File: config.mk
export PLATFORM = sky130hd
export DESIGN_NAME = block_cache_age_replace_flat
export DESIGN_NICKNAME = d
export VERILOG_FILES = /design/src/hw/rtl/bcar_pkg.sv /design/src/hw/rtl/bcar_if.sv /design/src/hw/rtl/bcar_ctrl.sv /design/src/hw/rtl/bcar_dp.sv /design/src/hw/rtl/block_cache_age_replace.sv /design/src/flat_wrapper.sv
export SDC_FILE = /design/constraint.sdc
export NUM_CORES = 1
export LEC_CHECK = 0
export BUFFER_PORTS_ARGS = -buffer_cell sky130_fd_sc_hd__buf_2
export CORE_AREA = 2 2 181 148
export DETAILED_ROUTE_END_ITERATION = 8
export DIE_AREA = 0 0 183 150
export GPL_ROUTABILITY_DRIVEN = 0
export PLACE_DENSITY = 0.63
export REMOVE_ABC_BUFFERS = 1
export SYNTH_ARGS = -nofsm -noshare
export SYNTH_HDL_FRONTEND = slang
export SYNTH_SLANG_ARGS = --single-unit
File: constraint.sdc
create_clock -name clk_i -period 12.8 [get_ports clk_i]
set_input_delay 2.56 -clock clk_i [delete_from_list [all_inputs] [get_ports clk_i]]
set_output_delay 2.56 -clock clk_i [all_outputs]
set_load 0.03 [all_outputs]
File: src/hw/rtl/bcar_pkg.sv
// Shared types and constants for the block cache tag and replacement logic.
`timescale 1ns / 1ps

package bcar_pkg;

  localparam int unsigned TagW      = 32;
  localparam int unsigned WayFieldW = 2;

  typedef enum logic [1:0] {
    StIdle,
    StScan,
    StAlloc
  } ctrl_state_e;

  typedef struct packed {
    logic start;
    logic step;
    logic alloc;
    logic emit;
  } ctrl_cmd_t;

  typedef struct packed {
    logic match;
    logic last;
    logic is_write;
  } dp_status_t;

endpackage

File: src/hw/rtl/bcar_if.sv
// Valid/ready channel interfaces for requests and results.
`timescale 1ns / 1ps

interface bcar_req_if
  import bcar_pkg::*;
();
  logic            valid;
  logic            ready;
  logic            req_type;
  logic [TagW-1:0] block_number;

  modport source (output valid, output req_type, output block_number, input ready);
  modport sink (input valid, input req_type, input block_number, output ready);
endinterface

interface bcar_rsp_if
  import bcar_pkg::*;
();
  logic                 valid;
  logic                 ready;
  logic                 hit;
  logic [WayFieldW-1:0] way;
  logic                 fill;

  modport source (output valid, output hit, output way, output fill, input ready);
  modport sink (input valid, input hit, input way, input fill, output ready);
endinterface

File: src/hw/rtl/bcar_ctrl.sv
// Controller state machine that sequences the way scan, allocation and result transfer.
`timescale 1ns / 1ps

module bcar_ctrl
  import bcar_pkg::*;
(
  input  logic       clk_i,
  input  logic       rst_ni,
  input  logic       in_valid_i,
  output logic       in_ready_o,
  output logic       out_valid_o,
  input  logic       out_ready_i,
  input  dp_status_t sts_i,
  output ctrl_cmd_t  cmd_o
);

  ctrl_state_e state_q, state_d;
  logic        out_valid_q, out_valid_d;
  logic        out_free;

  assign out_free = !out_valid_q || out_ready_i;

  always_ff @(posedge clk_i or negedge rst_ni) begin
    if (!rst_ni) begin
      state_q     <= StIdle;
      out_valid_q <= 1'b0;
    end else begin
      state_q     <= state_d;
      out_valid_q <= out_valid_d;
    end
  end

  always_comb begin
    state_d    = state_q;
    cmd_o      = '0;
    in_ready_o = 1'b0;
    unique case (state_q)
      StIdle: begin
        in_ready_o = 1'b1;
        if (in_valid_i) begin
          cmd_o.start = 1'b1;
          state_d     = StScan;
        end
      end
      StScan: begin
        if (sts_i.match || (sts_i.last && sts_i.is_write)) begin
          if (out_free) begin
            cmd_o.step = 1'b1;
            cmd_o.emit = 1'b1;
            state_d    = StIdle;
          end
        end else if (sts_i.last) begin
          cmd_o.step = 1'b1;
          state_d    = StAlloc;
        end else begin
          cmd_o.step = 1'b1;
        end
      end
      StAlloc: begin
        if (out_free) begin
          cmd_o.alloc = 1'b1;
          cmd_o.emit  = 1'b1;
          state_d     = StIdle;
        end
      end
      default: state_d = StIdle;
    endcase
  end

  always_comb begin
    out_valid_d = out_valid_q;
    if (cmd_o.emit) begin
      out_valid_d = 1'b1;
    end else if (out_ready_i) begin
      out_valid_d = 1'b0;
    end
  end

  assign out_valid_o = out_valid_q;

endmodule

File: src/hw/rtl/bcar_dp.sv
// Datapath with way tags, saturating ages, scan pointer, victim tracking and result register.
`timescale 1ns / 1ps

module bcar_dp
  import bcar_pkg::*;
#(
  parameter int unsigned NWAYS    = 3,
  parameter int unsigned AGE_BITS = 16
) (
  input  logic                 clk_i,
  input  logic                 rst_ni,
  input  logic                 req_type_i,
  input  logic [TagW-1:0]      block_number_i,
  input  ctrl_cmd_t            cmd_i,
  output dp_status_t           sts_o,
  output logic                 hit_o,
  output logic [WayFieldW-1:0] way_o,
  output logic                 fill_o
);

  localparam int unsigned IdxW = $clog2(NWAYS);
  localparam logic [IdxW-1:0] LastIdx = IdxW'(NWAYS - 1);

  logic [TagW-1:0]     tags_q [NWAYS];
  logic [AGE_BITS-1:0] ages_q [NWAYS];
  logic [IdxW-1:0]     ptr_q;
  logic                is_write_q;
  logic [TagW-1:0]     tag_q;
  logic [IdxW-1:0]     idx_q;
  logic [IdxW-1:0]     cnt_q;
  logic [IdxW-1:0]     victim_q;
  logic [AGE_BITS-1:0] victim_age_q;
  logic                hit_q;
  logic [WayFieldW-1:0] way_q;
  logic                fill_q;

  logic [IdxW-1:0]     ptr_next;
  logic [IdxW-1:0]     idx_next;
  logic [AGE_BITS-1:0] cur_age;
  logic [AGE_BITS-1:0] aged;
  logic                match;
  logic [31:0]         idx_wide;
  logic [31:0]         victim_wide;

  assign ptr_next    = (ptr_q == LastIdx) ? '0 : ptr_q + 1'b1;
  assign idx_next    = (idx_q == LastIdx) ? '0 : idx_q + 1'b1;
  assign cur_age     = ages_q[idx_q];
  assign aged        = (cur_age == '1) ? cur_age : cur_age + 1'b1;
  assign match       = (tags_q[idx_q] == tag_q);
  assign idx_wide    = 32'(idx_q);
  assign victim_wide = 32'(victim_q);

  assign sts_o.match    = match;
  assign sts_o.last     = (cnt_q == LastIdx);
  assign sts_o.is_write = is_write_q;

  always_ff @(posedge clk_i or negedge rst_ni) begin
    if (!rst_ni) begin
      for (int i = 0; i < NWAYS; i++) begin
        tags_q[i] <= '0;
        ages_q[i] <= '0;
      end
      ptr_q <= '0;
    end else begin
      if (cmd_i.step) begin
        if (match) begin
          ages_q[idx_q] <= '0;
        end else begin
          ages_q[idx_q] <= aged;
        end
        if (!is_write_q) begin
          ptr_q <= idx_q;
        end
      end
      if (cmd_i.alloc) begin
        tags_q[victim_q] <= tag_q;
        ages_q[victim_q] <= '0;
      end
    end
  end

  always_ff @(posedge clk_i) begin
    if (cmd_i.start) begin
      is_write_q   <= req_type_i;
      tag_q        <= block_number_i;
      idx_q        <= req_type_i ? '0 : ptr_next;
      cnt_q        <= '0;
      victim_q     <= '0;
      victim_age_q <= ages_q[0];
    end else if (cmd_i.step && !match) begin
      idx_q <= idx_next;
      cnt_q <= cnt_q + 1'b1;
      if (victim_q == idx_q) begin
        victim_age_q <= aged;
      end else if (victim_age_q < aged) begin
        victim_q     <= idx_q;
        victim_age_q <= aged;
      end
    end
  end

  always_ff @(posedge clk_i) begin
    if (cmd_i.emit) begin
      if (cmd_i.alloc) begin
        hit_q  <= 1'b0;
        way_q  <= victim_wide[WayFieldW-1:0];
        fill_q <= 1'b1;
      end else begin
        hit_q  <= match;
        way_q  <= match ? idx_wide[WayFieldW-1:0] : '0;
        fill_q <= 1'b0;
      end
    end
  end

  assign hit_o  = hit_q;
  assign way_o  = way_q;
  assign fill_o = fill_q;

endmodule

File: src/hw/rtl/block_cache_age_replace.sv
// Top level of the block cache tag lookup and age-based replacement logic.
// The request is taken in the idle state, then the scan examines the ways in turn; a read hit ends
// at the matching way, a write at its matching way or after the last way, a read miss in allocation.
// One request at a time; the next transfer is taken the cycle after the result is loaded.
// The result register lets a new request start while the previous result waits to be taken.
// Reset clears all tags, ages and the scan pointer at once; no clearing pass is needed.
`timescale 1ns / 1ps

module block_cache_age_replace
  import bcar_pkg::*;
#(
  parameter int unsigned NWAYS    = 3,
  parameter int unsigned AGE_BITS = 16
) (
  input  logic   clk_i,
  input  logic   rst_ni,
  bcar_req_if.sink   req_i,
  bcar_rsp_if.source rsp_o
);

  ctrl_cmd_t  cmd;
  dp_status_t sts;

  bcar_ctrl u_ctrl (
    .clk_i       (clk_i),
    .rst_ni      (rst_ni),
    .in_valid_i  (req_i.valid),
    .in_ready_o  (req_i.ready),
    .out_valid_o (rsp_o.valid),
    .out_ready_i (rsp_o.ready),
    .sts_i       (sts),
    .cmd_o       (cmd)
  );

  bcar_dp #(
    .NWAYS    (NWAYS),
    .AGE_BITS (AGE_BITS)
  ) u_dp (
    .clk_i          (clk_i),
    .rst_ni         (rst_ni),
    .req_type_i     (req_i.req_type),
    .block_number_i (req_i.block_number),
    .cmd_i          (cmd),
    .sts_o          (sts),
    .hit_o          (rsp_o.hit),
    .way_o          (rsp_o.way),
    .fill_o         (rsp_o.fill)
  );

  a_alloc_emits: assert property (@(posedge clk_i) disable iff (!rst_ni)
    cmd.alloc |-> cmd.emit)
    else $error("allocation without result load");

  a_no_overwrite: assert property (@(posedge clk_i) disable iff (!rst_ni)
    cmd.emit |-> (!rsp_o.valid || rsp_o.ready))
    else $error("pending result overwritten");

  a_busy_after_start: assert property (@(posedge clk_i) disable iff (!rst_ni)
    (req_i.valid && req_i.ready) |=> !req_i.ready)
    else $error("request taken while a scan is running");

  a_fill_is_miss: assert property (@(posedge clk_i) disable iff (!rst_ni)
    $rose(rsp_o.valid) |-> !(rsp_o.hit && rsp_o.fill))
    else $error("fill signalled on a hit");

endmodule

File: src/flat_wrapper.sv
// flat-port wrapper written by rule: the top's interface ports become plain ports
module block_cache_age_replace_flat import bcar_pkg::*;
#(
  parameter int unsigned NWAYS    = 3,
  parameter int unsigned AGE_BITS = 16
)
  (clk_i, rst_ni, req_i_valid, req_i_req_type, req_i_block_number, req_i_ready, rsp_o_valid, rsp_o_hit, rsp_o_way, rsp_o_fill, rsp_o_ready);
  bcar_req_if req_i_i ();
  bcar_rsp_if rsp_o_i ();
  input  logic clk_i;
  input  logic rst_ni;
  input wire logic [$bits(req_i_i.valid)-1:0] req_i_valid;
  input wire logic [$bits(req_i_i.req_type)-1:0] req_i_req_type;
  input wire logic [$bits(req_i_i.block_number)-1:0] req_i_block_number;
  output wire logic [$bits(req_i_i.ready)-1:0] req_i_ready;
  output wire logic [$bits(rsp_o_i.valid)-1:0] rsp_o_valid;
  output wire logic [$bits(rsp_o_i.hit)-1:0] rsp_o_hit;
  output wire logic [$bits(rsp_o_i.way)-1:0] rsp_o_way;
  output wire logic [$bits(rsp_o_i.fill)-1:0] rsp_o_fill;
  input wire logic [$bits(rsp_o_i.ready)-1:0] rsp_o_ready;
  assign req_i_i.valid = req_i_valid;
  assign req_i_i.req_type = req_i_req_type;
  assign req_i_i.block_number = req_i_block_number;
  assign req_i_ready = req_i_i.ready;
  assign rsp_o_valid = rsp_o_i.valid;
  assign rsp_o_hit = rsp_o_i.hit;
  assign rsp_o_way = rsp_o_i.way;
  assign rsp_o_fill = rsp_o_i.fill;
  assign rsp_o_i.ready = rsp_o_ready;
  block_cache_age_replace #(.NWAYS(NWAYS), .AGE_BITS(AGE_BITS)) u_core (.clk_i(clk_i), .rst_ni(rst_ni), .req_i(req_i_i), .rsp_o(rsp_o_i));
endmodule
## Word level (Yosys, flattened, before mapping)

Index checks and enable logic that the tools add are counted.

- Register bits after elaboration: 208
- Bits of input ports: 37
- Output and inout bits: 6
- Logic and storage cells: 108

- Add/sub/neg operators: 4
- Order comparisons: 5
- Equality and inequality tests: 10
- Multiplexer cells: 47
- Bitwise gates (word level): 8
- Reduce and logical (&&, ||, !) cells: 16

Operators with widths:

| kind | number |
|---|---|
| 2-to-1 mux 16 bit | 9 |
| 2-to-1 mux 48 bit | 3 |
| AND 48 bit | 2 |
| bitwise mux 96 bit | 1 |
| 2-to-1 mux 32 bit | 3 |
| NOT 48 bit | 2 |
| binary-select mux 32 bit (select 2 bit) | 1 |
| demux 16 bit (select 2 bit) | 2 |
| demux 32 bit (select 2 bit) | 1 |
| bitwise mux 48 bit | 1 |
| binary-select mux 16 bit (select 2 bit) | 1 |
| == test 32 bit | 1 |
| 2-to-1 mux 2 bit | 12 |
| adder 16 x 1 -> 16 bit, second input constant | 1 |
| == test 16 bit, second input constant | 1 |
| less-than comparator 16 bit | 1 |
| 2-to-1 mux 1 bit | 11 |
| == test 2 bit, second input constant | 4 |
| adder 2 x 1 -> 2 bit, second input constant | 3 |
| >= comparator 3 bit, second input constant | 2 |
| less-than comparator 3 x 1 -> 1 bit, second input constant | 2 |
| NOT 2 -> 3 bit | 2 |
| one-hot mux 2 bit (3 select lines) | 1 |
| AND reduction 2 bit | 3 |
| other kinds (13) | 20 |

## Logic depth before layout (Yosys ltp)

- Depth after elaboration: 11
- Gate-level depth with buffers: 23
- Mapped depth without buffers: 19

## Cells and area by module

From an unflattened synthesis, not the netlist that was laid out.

- Cell total of the unflattened synthesis: 931
- Area total of the unflattened synthesis: 10,317.4 µm²

Modules (own cells, without submodules):

| module | times used | cells an instance | area an instance (µm²) | seq. area each (µm²) |
|---|---|---|---|---|
| bcar_dp | 1 | 901 | 10,032.1 | 5,385.2 |
| bcar_ctrl | 1 | 30 | 285.3 | 75.1 |

## Worst setup path after synthesis

OpenSTA, ideal clock, no wires.

- Kind: reg-to-reg
- Start: register u_core.u_dp.idx_q[0]
- End: register u_core.u_dp.victim_age_q[0] (enable)
- Library setup time: 376 ps
- Data arrival time: 4,610 ps
- Required time: 12,424 ps
- Path slack: 7,814 ps
- Cell stages (with the launch flop): 24
- Buffers on the path: 4
- Period minus slack after synthesis: 4,986 ps
- Path through: edfxtp_1 -> buf_6 -> nor2b_4 -> buf_6 -> buf_2 -> o2bb2ai_2 -> ha_1 -> nand3_1 -> or2_1 -> clkbuf_1 -> o211ai_1 -> nor2_1 -> xnor2_1 -> ha_1 -> a21o_1 -> a21o_1 -> a21oi_1 -> nor4b_1 -> nand2_1 -> o211ai_1 -> maj3_2 -> o21ai_2 -> a31oi_2 -> a311o_1

- Longest elaborated chain between the ends: 11
- Elaborated cells between the ends (all ways): 21
- Classes of those cells: add/sub (1); order compare (1); eq/ne (3); mux (9); bitwise (1); reduce/logical (6)

Ends and longest elaborated chain:

| item | RTL line | RTL |
|---|---|---|
| start, declared | bcar_dp.sv:29 | `logic [IdxW-1:0] idx_q;` |
| start signal, assigned | bcar_dp.sv:86 | `idx_q <= req_type_i ? '0 : ptr_next;` |
| start signal, assigned | bcar_dp.sv:91 | `idx_q <= idx_next;` |
| branches (longest 10 deep; another with adder 16 x 1 -> 16 bit) | n/a |  |
| AND reduction 2 bit (no line) (*) | n/a |  |
| end signal, assigned | bcar_dp.sv:89 | `victim_age_q <= ages_q[0];` |
| end signal, assigned | bcar_dp.sv:94 | `victim_age_q <= aged;` |
| end signal, assigned | bcar_dp.sv:97 | `victim_age_q <= aged;` |
| end, declared | bcar_dp.sv:32 | `logic [AGE_BITS-1:0] victim_age_q;` |

Every way passes the cells marked *. The select of a mux whose other input is x is not followed.
A chain may end at the register's enable or synchronous reset.

## Worst setup path in the final report

- Start: register u_core.u_dp.idx_q[0]
- End: register u_core.u_dp.victim_age_q[3] (enable)

Same word-level chain as after synthesis.

==> metrics <==
worst setup margin 6.92 ns; highest clock rate 170 MHz; TritonCTS clock tree done; NetSw 0.000845 W; Startpoint Class flop; Clock Latency Late Sink 0.52 ns; met1 global-route usage 0.246; Final Critical Period 5.88 ns; largest net degree at the start of global routing 79; n_diodes 0; DP Worst Slack 6.96 ns; first-pass GRT wire length 34900 um; root buffer cell clkbuf_16; PwrDens 221 nW/um^2; Buffers on Ports 42; Lkg Pwr 4.74 nW; Sw Ratio 0.337; CTS Buf Count 23; sequential area share after synthesis 0.540; Die Width 183 um; final hold vios 0; Syn Inst Count 810; most used routing layer in global routing met1; layout cells sized above 1 0.237; Final HPWL DP 12800 um; TritonRoute pass-1 iters 5; CP required 12.94 ns; largest area contributor in the synthesized netlist dfrtp_1; crit share post-route 0.459; number of distinct library cells after synthesis 56; Post-Route Skew 0.00954 ns; setup TNS 0 ns; Final Net Count 899; RSZ-0062 raised after global routing no; die area 27500 um^2; # fillers 2408; IO Pins 43; post-synth top area share 0.369; fraction of registers with async set or reset after synthesis 0.716; Post-CTS Setup Bufs 0; synth-to-layout area growth 12.3%; Area contributors post-synth dfrtp_1 37%, edfxtp_1 16%, mux2_2 11%, mux2i_1 10%, o2bb2ai_1 3.5%; CP endpoint kind flop; Clock Pin Slew Worst Setup and Hold Paths 0.06 ns; Initial DRC Count 443; CTS resizes 0; routed vias 6322; Max-cap violations 0; Core ar. 25700 um^2; Detailed Route WL 21000 um; Final Max Tran Viols 0; maximum VDD drop 0.119 mV; most frequent cells in the layout 149 x dfrtp_1, 101 x mux2i_1, 97 x mux2_2; Crit Path Class flop to flop; number of synthesized flops with an enable pin 55; outcome completed; internal power 0.00166 W; GRT Util Overall 0.158; Yosys warning count 0; post-route ant nets 0; commonest non-fill, non-tap cell in the layout dfrtp_1; vias in the first global route 6338; CTS max path bufs 3; Avg Cell Area, Syn 12.5 um^2; Rows 53; CTS hold repair buffers 0; CP Max Fanout 50; Clk pwr share 0.261; total gr overflow 0; critical path arrival 6.02 ns; htree depth 1; Die Height 150 um; initial antenna violation count 0; Max-slew headroom 0.259; met3 Use GR 0.0204; worst reg2reg setup slack 6.92 ns; Hold Path Class flop to flop; Main synth FF type dfrtp_1; worst slew pin tran 1.11 ns; Comb power frac 0.337; wire per inst 17.6 um; #FFs+latches synth 208; met2 Usage GRT 0.236; DRC 0; final setup fails 0; drt via density 5.31; clk sink count 208; Syn Std Cell Area 10100 um^2; Flop pwr share 0.402; starting density of the core 0.393
## flip-flops by register name (all words and copies together) (netlist names)
| name | count |
|---|---|
| u_core.u_dp.tag_q | 32 |
| u_core.u_dp.is_write_q | 1 |
| u_core.u_ctrl.state_q | 2 |
| u_core.u_dp.tags_q | 96 |
| u_core.u_dp.hit_o | 1 |
| u_core.u_dp.victim_age_q | 16 |
| u_core.u_dp.ptr_q | 2 |
| u_core.u_dp.way_o | 2 |
| u_core.u_dp.cnt_q | 2 |
| u_core.u_dp.idx_q | 2 |
| u_core.u_dp.ages_q | 48 |
| u_core.u_ctrl.out_valid_o | 1 |
| u_core.u_dp.victim_q | 2 |
| u_core.u_dp.fill_o | 1 |
## power by group through the flow
stage / Clock (W) / Combinational, W / Sequential (W)
after global routing: 0.000698 / 0.000936 / 0.00103
after detailed placement: 0 / 0.000852 / 0.00102
after floorplan: 0 / 0.000616 / 0.00104
after CTS: 0.000671 / 0.000855 / 0.00101
final: 0.000654 / 0.000846 / 0.00101
after global placement: 0 / 0.000837 / 0.00101
## cells in the mapped netlist, types with 2 or more instances
cell,n
a211oi_1,2
a21o_1,5
a21oi_1,11
a2bb2oi_1,3
and2_1,4
buf_1,2
buf_2,14
buf_4,3
buf_6,4
buf_8,2
clkbuf_1,20
dfrtp_1,149
dfxtp_1,4
edfxtp_1,55
ha_1,19
inv_1,11
mux2_2,97
mux2i_1,101
nand2_1,44
nand2b_1,4
nand3_1,3
nand4_1,13
nor2_1,84
nor2b_1,5
nor3_1,3
nor3b_1,2
nor4_1,2
nor4b_1,3
o211ai_1,2
o21ai_0,25
o21ai_1,2
o2bb2ai_1,40
o2bb2ai_2,2
o31ai_1,2
o32ai_1,2
xnor2_1,39
xor2_1,8
## final cells by class
| class | instances | area (um^2) | area share |
|---|---|---|---|
| Clock buffer | 32 | 659 | 0.0581 |
| Clock inverter | 10 | 92.6 | 0.00816 |
| Inverter | 11 | 41.3 | 0.00364 |
| Multi-Input combinational cell | 546 | 4390 | 0.386 |
| Sequential cell | 208 | 5460 | 0.481 |
| Tap cell | 330 | 413 | 0.0364 |
| Timing Repair Buffer | 53 | 299 | 0.0263 |
## worst paths after layout
kind	from	to	cells past startpoint
worst min-delay path	u_core.u_dp.ptr_q[1]$_DFFE_PN0P_	u_core.u_dp.ptr_q[1]$_DFFE_PN0P_	1
worst max register to register	u_core.u_dp.idx_q[0]$_DFFE_PP_	u_core.u_dp.victim_age_q[3]$_DFFE_PP_	19
min in group asynchronous	rst_ni	u_core.u_dp.tags_q[8]$_DFFE_PN0P_	1
max in group asynchronous	rst_ni	u_core.u_dp.ages_q[35]$_DFF_PN0_	2
worst min register to register	u_core.u_dp.ptr_q[1]$_DFFE_PN0P_	u_core.u_dp.ptr_q[1]$_DFFE_PN0P_	1
worst max-delay path	u_core.u_dp.idx_q[0]$_DFFE_PP_	u_core.u_dp.victim_age_q[3]$_DFFE_PP_	19
## critical path, stage by stage, from the launching register on
cell and delay, ns:
edfxtp_1 0.42, nor2b_4 0.12, buf_4 0.52, a2bb2oi_1 0.29, and4bb_4 0.40, nand4_1 0.23
o211ai_1 0.38, nor2_1 0.09, xnor2_1 0.26, ha_1 0.30, a21o_1 0.18, a21o_1 0.16
a21oi_1 0.17, nor4b_1 0.37, nand4_1 0.15, o211ai_1 0.15, maj3_2 0.24, o21ai_2 0.06
a31oi_2 0.27, a311o_1 0.70
## per-stage QoR
stage | utilization | power, W | instances | hold slack, ns | area (um^2)
final | 0.441 | 0.00251 | 1190 | 0.504 | 11400
after global routing | 0.441 | 0.00267 | 1190 | 0.512 | 11400
after CTS | 0.441 | 0.00253 | 1190 | 0.508 | 11400
after detailed placement | 0.412 | 0.00187 | 1148 | 0.495 | 10600
after global placement | 0.412 | 0.00185 | 1148 | 0.488 | 10600
after floorplan | - | 0.00165 | 765 | 0.474 | 9860
## cells by family after synthesis
family                   count (synthesis)  synth area share
flip-flops                             208             0.540
adder cells (fa/ha/maj)                 20            0.0246
XOR/XNOR                                47            0.0407
buffers and inverters                   56            0.0288
AO/OA/AOI/OAI                          104            0.0768
AND/OR/NAND/NOR                        177            0.0810
multiplexers                           198             0.208
## per-layer routing
| layer | wire (um) | vias up |
|---|---|---|
| met5 | 0 | - |
| met4 | 347 | 0 |
| met2 | 8920 | 126 |
| met1 | 10900 | 3177 |
| li1 | - | 2989 |
| met3 | 761 | 30 |
(Power assumes the default switching activity.)
